==> src/hw/rtl/bvle_pkg.sv <==
// Shared definitions for the bounded value list engine.
// Holds operation codes, register indexes and the result item type.
// No dependencies.
`default_nettype none
package bvle_pkg;

    localparam int DataW = 32;
    localparam int CountW = 5;
    localparam int MaxResults = 16;

    localparam logic [2:0] OpAppend = 3'd0;
    localparam logic [2:0] OpRemove = 3'd1;
    localparam logic [2:0] OpRemoveAll = 3'd2;
    localparam logic [2:0] OpInsert = 3'd3;
    localparam logic [2:0] OpOrdered = 3'd4;
    localparam logic [2:0] OpDump = 3'd5;

    localparam logic RegCapacity = 1'b0;
    localparam logic [CountW-1:0] CapReset = 5'd16;

    typedef struct packed {
        logic ok;
        logic [CountW-1:0] count;
        logic signed [DataW-1:0] entry;
        logic entry_valid;
        logic last;
    } res_t;

endpackage
`default_nettype wire

==> src/hw/rtl/bvle_ram.sv <==
// Entry storage for the bounded value list engine.
// One write port and one registered read port; uses bvle_pkg.
`default_nettype none
module bvle_ram #(
    parameter int DEPTH = 16,
    localparam int AW = $clog2(DEPTH)
) (
    input  wire logic                       clk,
    input  wire logic                       we,
    input  wire logic [AW-1:0]              waddr,
    input  wire logic [bvle_pkg::DataW-1:0] wdata,
    input  wire logic                       re,
    input  wire logic [AW-1:0]              raddr,
    output logic [bvle_pkg::DataW-1:0]      rdata
);

    logic [bvle_pkg::DataW-1:0] mem [DEPTH];

    always_ff @(posedge clk)
    begin
        if (we)
        begin
            mem[waddr] <= wdata;
        end
    end

    always_ff @(posedge clk)
    begin
        if (re)
        begin
            rdata <= mem[raddr];
        end
    end

endmodule
`default_nettype wire

==> src/hw/rtl/bvle_ctrl.sv <==
// Sequencer of the bounded value list engine: walks the entry memory one
// entry at a time through a single compare unit and holds the result register.
// Uses bvle_pkg; drives the ports of bvle_ram.
`default_nettype none
module bvle_ctrl #(
    parameter int DEPTH = 16,
    localparam int AW = $clog2(DEPTH)
) (
    input  wire logic                             clk,
    input  wire logic                             rst_n,
    input  wire logic                             in_valid,
    output logic                                  in_stall,
    input  wire logic [2:0]                       op,
    input  wire logic signed [bvle_pkg::DataW-1:0] value,
    input  wire logic signed [bvle_pkg::DataW-1:0] anchor,
    input  wire logic [bvle_pkg::CountW-1:0]      capacity,
    output logic                                  out_valid,
    input  wire logic                             out_stall,
    output bvle_pkg::res_t                        res,
    output logic                                  mem_we,
    output logic [AW-1:0]                         mem_waddr,
    output logic [bvle_pkg::DataW-1:0]            mem_wdata,
    output logic                                  mem_re,
    output logic [AW-1:0]                         mem_raddr,
    input  wire logic [bvle_pkg::DataW-1:0]       mem_rdata
);

    localparam int UW = $clog2(DEPTH + 1);
    localparam int CW = (UW > bvle_pkg::CountW) ? UW : bvle_pkg::CountW;

    typedef enum logic [10:0] {
        S_IDLE      = 11'b000_0000_0001,
        S_SCAN_RD   = 11'b000_0000_0010,
        S_SCAN_CMP  = 11'b000_0000_0100,
        S_LAST_RD   = 11'b000_0000_1000,
        S_LAST_WR   = 11'b000_0001_0000,
        S_SHIFT_RD  = 11'b000_0010_0000,
        S_SHIFT_WR  = 11'b000_0100_0000,
        S_INS_WR    = 11'b000_1000_0000,
        S_DUMP_RD   = 11'b001_0000_0000,
        S_DUMP_EMIT = 11'b010_0000_0000,
        S_RESULT    = 11'b100_0000_0000
    } state_t;

    state_t state_reg, state_next;
    logic [2:0] op_reg, op_next;
    logic [bvle_pkg::DataW-1:0] key_reg, key_next;
    logic [bvle_pkg::DataW-1:0] val_reg, val_next;
    logic [UW-1:0] i_reg, i_next;
    logic [UW-1:0] j_reg, j_next;
    logic [UW-1:0] n_reg, n_next;
    logic [UW-1:0] used_reg, used_next;
    logic ok_reg, ok_next;
    logic out_valid_reg, out_valid_next;
    bvle_pkg::res_t res_reg, res_next;

    logic [UW-1:0] eff_cap;
    logic full;
    logic out_free;
    logic match;
    logic [UW-1:0] i_plus;
    logic [UW-1:0] j_dec;
    logic [UW-1:0] used_dec;
    logic load_out;

    always_comb
    begin
        if (capacity == '0 || CW'(capacity) > CW'(DEPTH))
        begin
            eff_cap = UW'(DEPTH);
        end
        else
        begin
            eff_cap = UW'(capacity);
        end
    end

    assign full = (used_reg >= eff_cap);
    assign out_free = !out_valid_reg || !out_stall;
    assign match = (mem_rdata == key_reg);
    assign i_plus = i_reg + 1'b1;
    assign j_dec = j_reg - 1'b1;
    assign used_dec = used_reg - 1'b1;

    always_comb
    begin
        state_next = state_reg;
        op_next = op_reg;
        key_next = key_reg;
        val_next = val_reg;
        i_next = i_reg;
        j_next = j_reg;
        n_next = n_reg;
        used_next = used_reg;
        ok_next = ok_reg;
        res_next = res_reg;
        load_out = 1'b0;
        mem_we = 1'b0;
        mem_waddr = i_reg[AW-1:0];
        mem_wdata = mem_rdata;
        mem_re = 1'b0;
        mem_raddr = i_reg[AW-1:0];

        case (state_reg)
            S_IDLE:
            begin
                if (in_valid)
                begin
                    op_next = op;
                    i_next = '0;
                    j_next = '0;
                    ok_next = 1'b0;
                    key_next = value;
                    val_next = value;
                    case (op)
                        bvle_pkg::OpAppend:
                        begin
                            if (!full)
                            begin
                                mem_we = 1'b1;
                                mem_waddr = used_reg[AW-1:0];
                                mem_wdata = value;
                                used_next = used_reg + 1'b1;
                                ok_next = 1'b1;
                            end
                            state_next = S_RESULT;
                        end
                        bvle_pkg::OpRemove, bvle_pkg::OpRemoveAll, bvle_pkg::OpOrdered:
                        begin
                            state_next = S_SCAN_RD;
                        end
                        bvle_pkg::OpInsert:
                        begin
                            key_next = anchor;
                            state_next = S_SCAN_RD;
                        end
                        bvle_pkg::OpDump:
                        begin
                            if (CW'(used_reg) > CW'(bvle_pkg::MaxResults))
                            begin
                                n_next = UW'(bvle_pkg::MaxResults);
                            end
                            else
                            begin
                                n_next = used_reg;
                            end
                            if (used_reg == '0)
                            begin
                                ok_next = 1'b1;
                                state_next = S_RESULT;
                            end
                            else
                            begin
                                state_next = S_DUMP_RD;
                            end
                        end
                        default:
                        begin
                            state_next = S_RESULT;
                        end
                    endcase
                end
            end
            S_SCAN_RD:
            begin
                if (i_reg < used_reg)
                begin
                    mem_re = 1'b1;
                    state_next = S_SCAN_CMP;
                end
                else
                begin
                    if (op_reg == bvle_pkg::OpOrdered)
                    begin
                        used_next = j_reg;
                    end
                    state_next = S_RESULT;
                end
            end
            S_SCAN_CMP:
            begin
                case (op_reg)
                    bvle_pkg::OpRemove, bvle_pkg::OpRemoveAll:
                    begin
                        if (match)
                        begin
                            ok_next = 1'b1;
                            state_next = S_LAST_RD;
                        end
                        else
                        begin
                            i_next = i_plus;
                            state_next = S_SCAN_RD;
                        end
                    end
                    bvle_pkg::OpInsert:
                    begin
                        if (match)
                        begin
                            j_next = used_reg;
                            state_next = full ? S_RESULT : S_SHIFT_RD;
                        end
                        else
                        begin
                            i_next = i_plus;
                            state_next = S_SCAN_RD;
                        end
                    end
                    default:
                    begin
                        if (match)
                        begin
                            ok_next = 1'b1;
                        end
                        else
                        begin
                            mem_we = 1'b1;
                            mem_waddr = j_reg[AW-1:0];
                            j_next = j_reg + 1'b1;
                        end
                        i_next = i_plus;
                        state_next = S_SCAN_RD;
                    end
                endcase
            end
            S_LAST_RD:
            begin
                mem_re = 1'b1;
                mem_raddr = used_dec[AW-1:0];
                state_next = S_LAST_WR;
            end
            S_LAST_WR:
            begin
                mem_we = 1'b1;
                used_next = used_dec;
                state_next = (op_reg == bvle_pkg::OpRemoveAll) ? S_SCAN_RD : S_RESULT;
            end
            S_SHIFT_RD:
            begin
                if (j_reg > i_plus)
                begin
                    mem_re = 1'b1;
                    mem_raddr = j_dec[AW-1:0];
                    state_next = S_SHIFT_WR;
                end
                else
                begin
                    state_next = S_INS_WR;
                end
            end
            S_SHIFT_WR:
            begin
                mem_we = 1'b1;
                mem_waddr = j_reg[AW-1:0];
                j_next = j_dec;
                state_next = S_SHIFT_RD;
            end
            S_INS_WR:
            begin
                mem_we = 1'b1;
                mem_waddr = i_plus[AW-1:0];
                mem_wdata = val_reg;
                used_next = used_reg + 1'b1;
                ok_next = 1'b1;
                state_next = S_RESULT;
            end
            S_DUMP_RD:
            begin
                mem_re = 1'b1;
                state_next = S_DUMP_EMIT;
            end
            S_DUMP_EMIT:
            begin
                if (out_free)
                begin
                    load_out = 1'b1;
                    res_next.ok = 1'b1;
                    res_next.count = bvle_pkg::CountW'(used_reg);
                    res_next.entry = mem_rdata;
                    res_next.entry_valid = 1'b1;
                    res_next.last = (i_plus == n_reg);
                    i_next = i_plus;
                    state_next = (i_plus == n_reg) ? S_IDLE : S_DUMP_RD;
                end
            end
            S_RESULT:
            begin
                if (out_free)
                begin
                    load_out = 1'b1;
                    res_next.ok = ok_reg;
                    res_next.count = bvle_pkg::CountW'(used_reg);
                    res_next.entry = '0;
                    res_next.entry_valid = 1'b0;
                    res_next.last = 1'b1;
                    state_next = S_IDLE;
                end
            end
            default:
            begin
                state_next = S_IDLE;
            end
        endcase
    end

    assign out_valid_next = load_out || (out_valid_reg && out_stall);

    always_ff @(posedge clk or negedge rst_n)
    begin
        if (!rst_n)
        begin
            state_reg <= S_IDLE;
            used_reg <= '0;
            out_valid_reg <= 1'b0;
        end
        else
        begin
            state_reg <= state_next;
            used_reg <= used_next;
            out_valid_reg <= out_valid_next;
        end
    end

    always_ff @(posedge clk)
    begin
        op_reg <= op_next;
        key_reg <= key_next;
        val_reg <= val_next;
        i_reg <= i_next;
        j_reg <= j_next;
        n_reg <= n_next;
        ok_reg <= ok_next;
        res_reg <= res_next;
    end

    assign in_stall = (state_reg != S_IDLE);
    assign out_valid = out_valid_reg;
    assign res = res_reg;

endmodule
`default_nettype wire

==> src/hw/rtl/bounded_value_list_engine_unit.sv <==
// An item that needs no search (append, unknown operation, empty dump) goes
// straight to its result; any other item is paced by the entry memory,
// whose registered read sets the pace: a search reads the list
// once, a swap removal adds one read of the last entry, an insert adds one read
// per entry shifted up, and a dump reads each entry before it emits it and
// waits while the output register is stalled. No item is taken until the
// previous one has its result in the output register; that register lets the
// next item in while the last result still waits to be taken.
// Top level: capacity register on the APB port, bvle_ctrl and bvle_ram.
`default_nettype none
module bounded_value_list_engine_unit #(
    parameter int DEPTH = 16
) (
    input  wire logic                              clk,
    input  wire logic                              rst_n,
    input  wire logic                              psel,
    input  wire logic                              penable,
    input  wire logic                              pwrite,
    input  wire logic [2:0]                        paddr,
    input  wire logic [31:0]                       pwdata,
    output logic [31:0]                            prdata,
    output logic                                   pready,
    input  wire logic                              in_valid,
    output logic                                   in_stall,
    input  wire logic [2:0]                        op,
    input  wire logic signed [bvle_pkg::DataW-1:0] value,
    input  wire logic signed [bvle_pkg::DataW-1:0] anchor,
    output logic                                   out_valid,
    input  wire logic                              out_stall,
    output logic                                   ok,
    output logic [bvle_pkg::CountW-1:0]            count,
    output logic signed [bvle_pkg::DataW-1:0]      entry,
    output logic                                   entry_valid,
    output logic                                   last
);

    localparam int AW = $clog2(DEPTH);

    logic [bvle_pkg::CountW-1:0] cap_reg;
    logic cfg_wr;
    bvle_pkg::res_t res;
    logic mem_we;
    logic mem_re;
    logic [AW-1:0] mem_waddr;
    logic [AW-1:0] mem_raddr;
    logic [bvle_pkg::DataW-1:0] mem_wdata;
    logic [bvle_pkg::DataW-1:0] mem_rdata;

    assign pready = 1'b1;
    assign cfg_wr = psel && penable && pwrite && pready && (paddr[2] == bvle_pkg::RegCapacity);

    always_ff @(posedge clk or negedge rst_n)
    begin
        if (!rst_n)
        begin
            cap_reg <= bvle_pkg::CapReset;
        end
        else if (cfg_wr)
        begin
            cap_reg <= pwdata[bvle_pkg::CountW-1:0];
        end
    end

    always_comb
    begin
        if (paddr[2] == bvle_pkg::RegCapacity)
        begin
            prdata = 32'(cap_reg);
        end
        else
        begin
            prdata = '0;
        end
    end

    bvle_ctrl #(
        .DEPTH(DEPTH)
    ) u_ctrl (
        .clk(clk),
        .rst_n(rst_n),
        .in_valid(in_valid),
        .in_stall(in_stall),
        .op(op),
        .value(value),
        .anchor(anchor),
        .capacity(cap_reg),
        .out_valid(out_valid),
        .out_stall(out_stall),
        .res(res),
        .mem_we(mem_we),
        .mem_waddr(mem_waddr),
        .mem_wdata(mem_wdata),
        .mem_re(mem_re),
        .mem_raddr(mem_raddr),
        .mem_rdata(mem_rdata)
    );

    bvle_ram #(
        .DEPTH(DEPTH)
    ) u_ram (
        .clk(clk),
        .we(mem_we),
        .waddr(mem_waddr),
        .wdata(mem_wdata),
        .re(mem_re),
        .raddr(mem_raddr),
        .rdata(mem_rdata)
    );

    assign ok = res.ok;
    assign count = res.count;
    assign entry = res.entry;
    assign entry_valid = res.entry_valid;
    assign last = res.last;

endmodule
`default_nettype wire

==> config.mk <==
export PLATFORM = sky130hd
export DESIGN_NAME = bounded_value_list_engine_unit
export DESIGN_NICKNAME = d
export VERILOG_FILES = /design/src/hw/rtl/bvle_pkg.sv /design/src/hw/rtl/bvle_ram.sv /design/src/hw/rtl/bvle_ctrl.sv /design/src/hw/rtl/bounded_value_list_engine_unit.sv
export SDC_FILE = /design/constraint.sdc
export NUM_CORES = 1
export LEC_CHECK = 0
export BUFFER_PORTS_ARGS = -buffer_cell sky130_fd_sc_hd__buf_2
export CORE_MARGIN = 4
export CORE_UTILIZATION = 45
export DETAILED_ROUTE_END_ITERATION = 16
export GPL_ROUTABILITY_DRIVEN = 0
export HOLD_SLACK_MARGIN = 0.1
export PLACE_DENSITY = 0.67
export SKIP_CTS_REPAIR_TIMING = 1
export SYNTH_ARGS = -nofsm -noshare
export SYNTH_HDL_FRONTEND = slang
export SYNTH_SLANG_ARGS = --single-unit
==> constraint.sdc <==
create_clock -name clk -period 5.56 [get_ports clk]
set_clock_uncertainty 0.1 [all_clocks]
set_input_delay 1.112 -clock clk [delete_from_list [all_inputs] [get_ports clk]]
set_output_delay 1.112 -clock clk [all_outputs]
set_load 0.05 [all_outputs]
=== After elaboration in Yosys (flattened, before gate mapping) ===
Memories as Yosys holds them, arrays and structs flattened. A register that Yosys moved wholly into a read port is not among the register bits.
Index checks and enable logic that the tools add are counted.
W data, S select, Z words.

* Bits in registers: 145
* RAM bits: 512
* Input port bits: 109
* Output and inout port bits: 75
* Logic and storage cells: 161
* Memories kept: 1

{| class="wikitable"
|+ Memories
! memory !! words !! width !! rd ports !! clocked after Yosys merged registers in !! write ports !! RTL line !! RTL
|-
| u_ram.mem || 16 || 32 || 1 || 1 || 1 || bvle_ram.sv:17 || <nowiki>logic [bvle_pkg::DataW-1:0] mem [DEPTH];</nowiki>
|}

* $add $sub $neg: 5
* Order comparisons: 5
* Eq/ne operators: 36
* Multiplexer cells: 66
* Bitwise operators: 1
* Reduce and logical (&&, ||, !) cells: 31

{| class="wikitable"
|+ Operator list
! operator !! number
|-
| $mux W32 || 4
|-
| $pmux W11 S11 || 1
|-
| $mux W11 || 8
|-
| $mux W40 || 2
|-
| $pmux W40 S2 || 1
|-
| $mux W5 || 13
|-
| $pmux W32 S2 || 1
|-
| $pmux W11 S2 || 2
|-
| $eq A32 B32 Y1 || 1
|-
| $pmux W5 S3 || 2
|-
| $mux W4 || 7
|-
| $pmux W5 S4 || 1
|-
| $pmux W4 S4 || 1
|-
| $add A5 B1 Y5 const B || 3
|-
| $mux W1 || 15
|-
| $eq A3 B2 Y1 const B || 4
|-
| $ne A2 B2 Y1 const B || 6
|-
| $eq A11 B1 Y1 const B || 1
|-
| $eq A11 B10 Y1 const B || 1
|-
| $eq A11 B11 Y1 const B || 1
|-
| $eq A11 B2 Y1 const B || 1
|-
| $eq A11 B3 Y1 const B || 1
|-
| $eq A11 B4 Y1 const B || 1
|-
| $eq A11 B5 Y1 const B || 1
|-
| other kinds (39) || 65
|}

=== Longest topological paths before layout ===
* Depth in word-level cells: 10
* Depth in mapped cells: 15
* Mapped depth without buffers: 13

=== Hierarchy ===
A second synthesis with hierarchy kept.

* Cells, all modules: 1560
* Area, all modules: 28267.1 µm²

{| class="wikitable"
|+ By module, submodules not included
! module !! times used !! cells an instance !! area an instance (µm²) !! seq. area each (µm²)
|-
| bvle_ram || 1 || 838 || 20155.6 || 16335.7
|-
| bvle_ctrl || 1 || 676 || 7643.6 || 4120.2
|-
| bounded_value_list_engine_unit || 1 || 46 || 467.9 || 126.4
|}

=== Least setup slack after synthesis ===
Ideal clock, no wire load.

* Kind: flip-flop to flip-flop
* Start: register cap_reg[0] (netlist name)
* End: memory u_ram.mem[15][0] (netlist name) (enable)
* Setup time: 0.425 ns
* Arrival time: 4.711 ns
* Data required time: 5.035 ns
* Path slack: 0.324 ns
* Cell stages (with the launch flop): 15
* Path buffers: 1
* Clock period less this slack: 5.236 ns
* Path through: dfrtp_1 -> or4_1 -> ha_1 -> nand2b_1 -> ha_1 -> a21o_1 -> a21o_1 -> a211oi_1 -> nand2_1 -> nor2_1 -> buf_2 -> a222oi_1 -> a21boi_1 -> or2_1 -> nor2b_1

* Cells in the longest elaborated chain, start to end: 10
* Elaborated cells between the ends (all ways): 15
* Those cells by class: order compare (2); mux (11); reduce/logical (2)

{| class="wikitable"
|+ RTL lines
! item !! RTL line !! RTL
|-
| start, declared || bounded_value_list_engine_unit.sv:39 || <nowiki>logic [bvle_pkg::CountW-1:0] cap_reg;</nowiki>
|-
| start signal, assigned || bounded_value_list_engine_unit.sv:56 || <nowiki>cap_reg <= bvle_pkg::CapReset;</nowiki>
|-
| start signal, assigned || bounded_value_list_engine_unit.sv:60 || <nowiki>cap_reg <= pwdata[bvle_pkg::CountW-1:0];</nowiki>
|-
| $gt A5 B5 Y1 or $logic_not A5 Y1 (tied branches) || bvle_ctrl.sv:68 || <nowiki>if (capacity == '0 || CW'(capacity) > CW'(DEPTH))</nowiki>
|-
| $logic_or A1 B1 Y1 || bvle_ctrl.sv:68 ||
|-
| $mux W5 (*) || bvle_ctrl.sv:68 ||
|-
| $ge A5 B5 Y1 (*) || bvle_ctrl.sv:78 || <nowiki>assign full = (used_reg >= eff_cap);</nowiki>
|-
| $mux W1 || bvle_ctrl.sv:118 || <nowiki>if (!full)</nowiki>
|-
| $mux W1 || bvle_ctrl.sv:115 || <nowiki>case (op)</nowiki>
|-
| $mux W1 || bvle_ctrl.sv:107 || <nowiki>if (in_valid)</nowiki>
|-
| $pmux W1 S3 || bvle_ctrl.sv:104 || <nowiki>case (state_reg)</nowiki>
|-
| $mux W1 || bvle_ram.sv:21 || <nowiki>if (we)</nowiki>
|-
| $mux W1 (implied by the code) || bvle_ram.sv:23 || <nowiki>mem[waddr] <= wdata;</nowiki>
|-
| end, declared || bvle_ram.sv:17 ||
|}

Mark *: on every way between the ends. The rest lies on a longest branch, timed or not.

=== Worst setup path after layout ===
* Start: register cap_reg[0] (netlist name)
* End: memory u_ram.mem[10][23] (netlist name) (enable)

The elaborated chain is that of the path after synthesis.

==> results.sh <==
export IMPL_vias_per_cell=5.74
export IMPL_wl_met1_um=28400
export IMPL_ant_nets=0
export IMPL_tightestPinTransition_ns=1.07
export IMPL_largest_reg_flops=512
export IMPL_yosysWarnings=0
export IMPL_start_util_pct=45.5
export IMPL_peakVddDrop_uv=376
export IMPL_design_area_mm2=0.0326
export IMPL_async_flop_share_pct=3.19
export IMPL_tritoncts="yes"
export IMPL_crit_type="reg -> reg"
export IMPL_p_per_area_mw_per_mm2=510
export IMPL_ioPinCount=184
export IMPL_synth_seq_cells=689
export IMPL_drc_errors=0
export IMPL_finalCritPeriodShare_pct=85.6
export IMPL_relSlewSlack_pct=28.2
export IMPL_synth_top_area_cell="edfxtp_1"
export IMPL_crit_fanout=32
export IMPL_drive_gt1_share_pct=15.7
export IMPL_setup_viol=0
export IMPL_synth_main_ff_cell="edfxtp_1"
export IMPL_setup_tns_ns=0
export IMPL_place_ws_ns=0.883
export IMPL_gr_usage_all_layers_pct=20.4
export IMPL_antenna_found_initial=0
export IMPL_drv_cap=0
export IMPL_netlist_area_mm2=0.0288
export IMPL_rsz0062_at_grt="no"
export IMPL_path_clk_slew_ns=0.06
export IMPL_numCtsBuffers=68
export IMPL_clock_sinks=689
export IMPL_synth_common_cells="edfxtp_1, nand2_1, a21oi_1"
export IMPL_hp_class="in -> async"
export IMPL_top_layer_used="met4"
export IMPL_post_synth_cell_area_avg_um2=14.3
export IMPL_layout_setup_ws_ns=0.802
export IMPL_die_h_um=261
export IMPL_max_freq_mhz=210
export IMPL_yosysMostFrequentCell="edfxtp_1"
export IMPL_critPathCaptureType="flip-flop"
export IMPL_arrival_ns=4.93
export IMPL_drt_initial_drc_count=1828
export IMPL_via_count=17400
export IMPL_core_area_mm2=0.0632
export IMPL_seq_area_frac_synth_pct=71.6
export IMPL_routed_wl_met2_um=33900
export IMPL_hold_viol=0
export IMPL_slew_violations=0
export IMPL_nNetsFinal=2267
export IMPL_status="completed"
export IMPL_p_total_w=0.0166
export IMPL_die_area_mm2=0.0680
export IMPL_die_w_um=261
export IMPL_clk_path_buf_depth=3
export IMPL_final_min_clock_period_ns=4.76
export IMPL_wl_met3_um=6330
export IMPL_grt_pass1_wl_um=104000
export IMPL_wirelength_um=70100
export IMPL_power_leakage_nw=11.3
export IMPL_synth_area_leaders="edfxtp_1, nand2_1, mux2i_1"
export IMPL_place_area_mm2=0.0304
export IMPL_place_inst=2914
export IMPL_dpl_hpwl_um=41000
export IMPL_first_global_vias=17000
export IMPL_synth_edf_count=667
export IMPL_instances_no_fill=3035
export IMPL_cp_required_ns=5.73
export IMPL_num_antenna_cells=0
export IMPL_first_pass_iters=5
export IMPL_routedWlPerCell_um=23.1
export IMPL_clkLatencyLatePin_ns=0.62
export IMPL_num_rows=92
export IMPL_synth_top_area_share_pct=69.6
export IMPL_htree_num_levels=3
export IMPL_synth_distinct_cells=80
export IMPL_cts_root_buffer="clkbuf_16"
export IMPL_overflow=0
export IMPL_syn_inst=2013
export IMPL_portBuffers=126
export IMPL_area_growth_pct=13.3
export IMPL_grt_max_degree=98
export IMPL_crit_path_start_kind="flip-flop"
==> layout make-up <==
| cell class | count | area [um^2] |
|---|---|---|
| inverter | 21 | 78.8 |
| multi-input combinational | 1190 | 7550 |
| tap | 846 | 1060 |
| clock buffer | 83 | 1780 |
| timing repair buffer | 168 | 1170 |
| fill | 5155 | 30600 |
| sequential | 689 | 20600 |
| clock inverter | 38 | 382 |
==> per-stage QoR <==
step | utilization, % | hold WS [ns]
finish | 51.6 | 0.366
global route | 51.6 | 0.400
CTS | 51.6 | 0.348
detailed placement | 48.2 | 0.392
global placement | 48.2 | 0.391
floorplan | - | 0.351
==> final timing paths <==
kind | startpoint | to | slack (ns) | depth (start not counted)
max reg2reg | cap_reg[0] | u_ram.mem[10][23] | 0.80 | 13
min reg2reg | u_ctrl.ok_reg | u_ctrl.res[39] | 0.41 | 1
max in group asynchronous | rst_n | u_ctrl.state_reg[0] | 4.62 | 1
min | rst_n | cap_reg[3] | 0.37 | 1
min in group clk | u_ctrl.ok_reg | u_ctrl.res[39] | 0.41 | 1
max | cap_reg[0] | u_ram.mem[10][23] | 0.80 | 13
==> logic make-up (layout without fill, tap and decap cells) <==
logic type	Yosys count	after routing	share of synthesized area [%]
XOR/XNOR	48	48	1.46
multiplexers	108	108	3.92
adder cells (fa/ha/maj)	20	20	0.870
other	2	28	0.0261
AND/OR/NAND/NOR	640	640	10.2
buffers and inverters	160	310	2.97
AO/OA/AOI/OAI	346	346	9.02
flip-flops	689	689	71.6
==> layer usage <==
| layer | up-vias | GRT usage (%) |
|---|---|---|
| li1 | 7855 | - |
| met1 | 8679 | 27.1 |
| met2 | 768 | 33.6 |
| met3 | 110 | 4.61 |
| met4 | 0 | 6.14 |
| met5 | - | 0 |
==> report_power, final <==
part	switching, W	internal, W
logic	0.00352	0.00152
clock network	0.00194	0.00255
registers	0.000269	0.00683
==> worst max-delay path, cell delays in order (launching register included) <==
cell and delay (ns):
dfrtp_1 0.39, or4_1 0.52, ha_1 0.32, nand2b_1 0.16, ha_1 0.30, a21o_1 0.18
a21o_1 0.17, a211oi_1 0.50, a31oi_1 0.30, o21bai_1 0.29, a21boi_1 0.40, nand2_1 0.29
nor2_4 0.19, buf_12 0.27
==> cells in the final DEF (no fill, tap or decap), types with 6 or more instances in the layout <==
master     netlist  layout
ha_1            20      20
and3_1          37      36
mux2_2          38      38
nor3b_1          6       6
a21oi_1         83      82
a211oi_1         9       9
buf_2           44     126
o22ai_1          6       6
clkbuf_1        47      14
dfrtp_1         20      20
nand2_1        404     404
inv_1           18      17
nor2_4           1      10
clkinv_1         2      15
o2111ai_1       63      63
nand4_1          9       9
clkbuf_16        0      69
xnor2_1         11      11
nor2b_1         10       6
clkinv_2         0      10
and2_1          42      38
conb_1           2      28
a21o_1          11      11
nand2b_1         8       8
edfxtp_1       667     667
a31oi_1          7       7
nor3_1          11      11
buf_4           39      24
buf_12           0      18
xor2_1          37      37
nor4_1           8       8
mux2i_1         70      70
o21ai_0         10      10
o22a_1          30      30
nor2_1          51      41
a22oi_1         32      32
a32oi_1         60      60
nand3_1         19      19
Power figures use the tool's default switching activity.
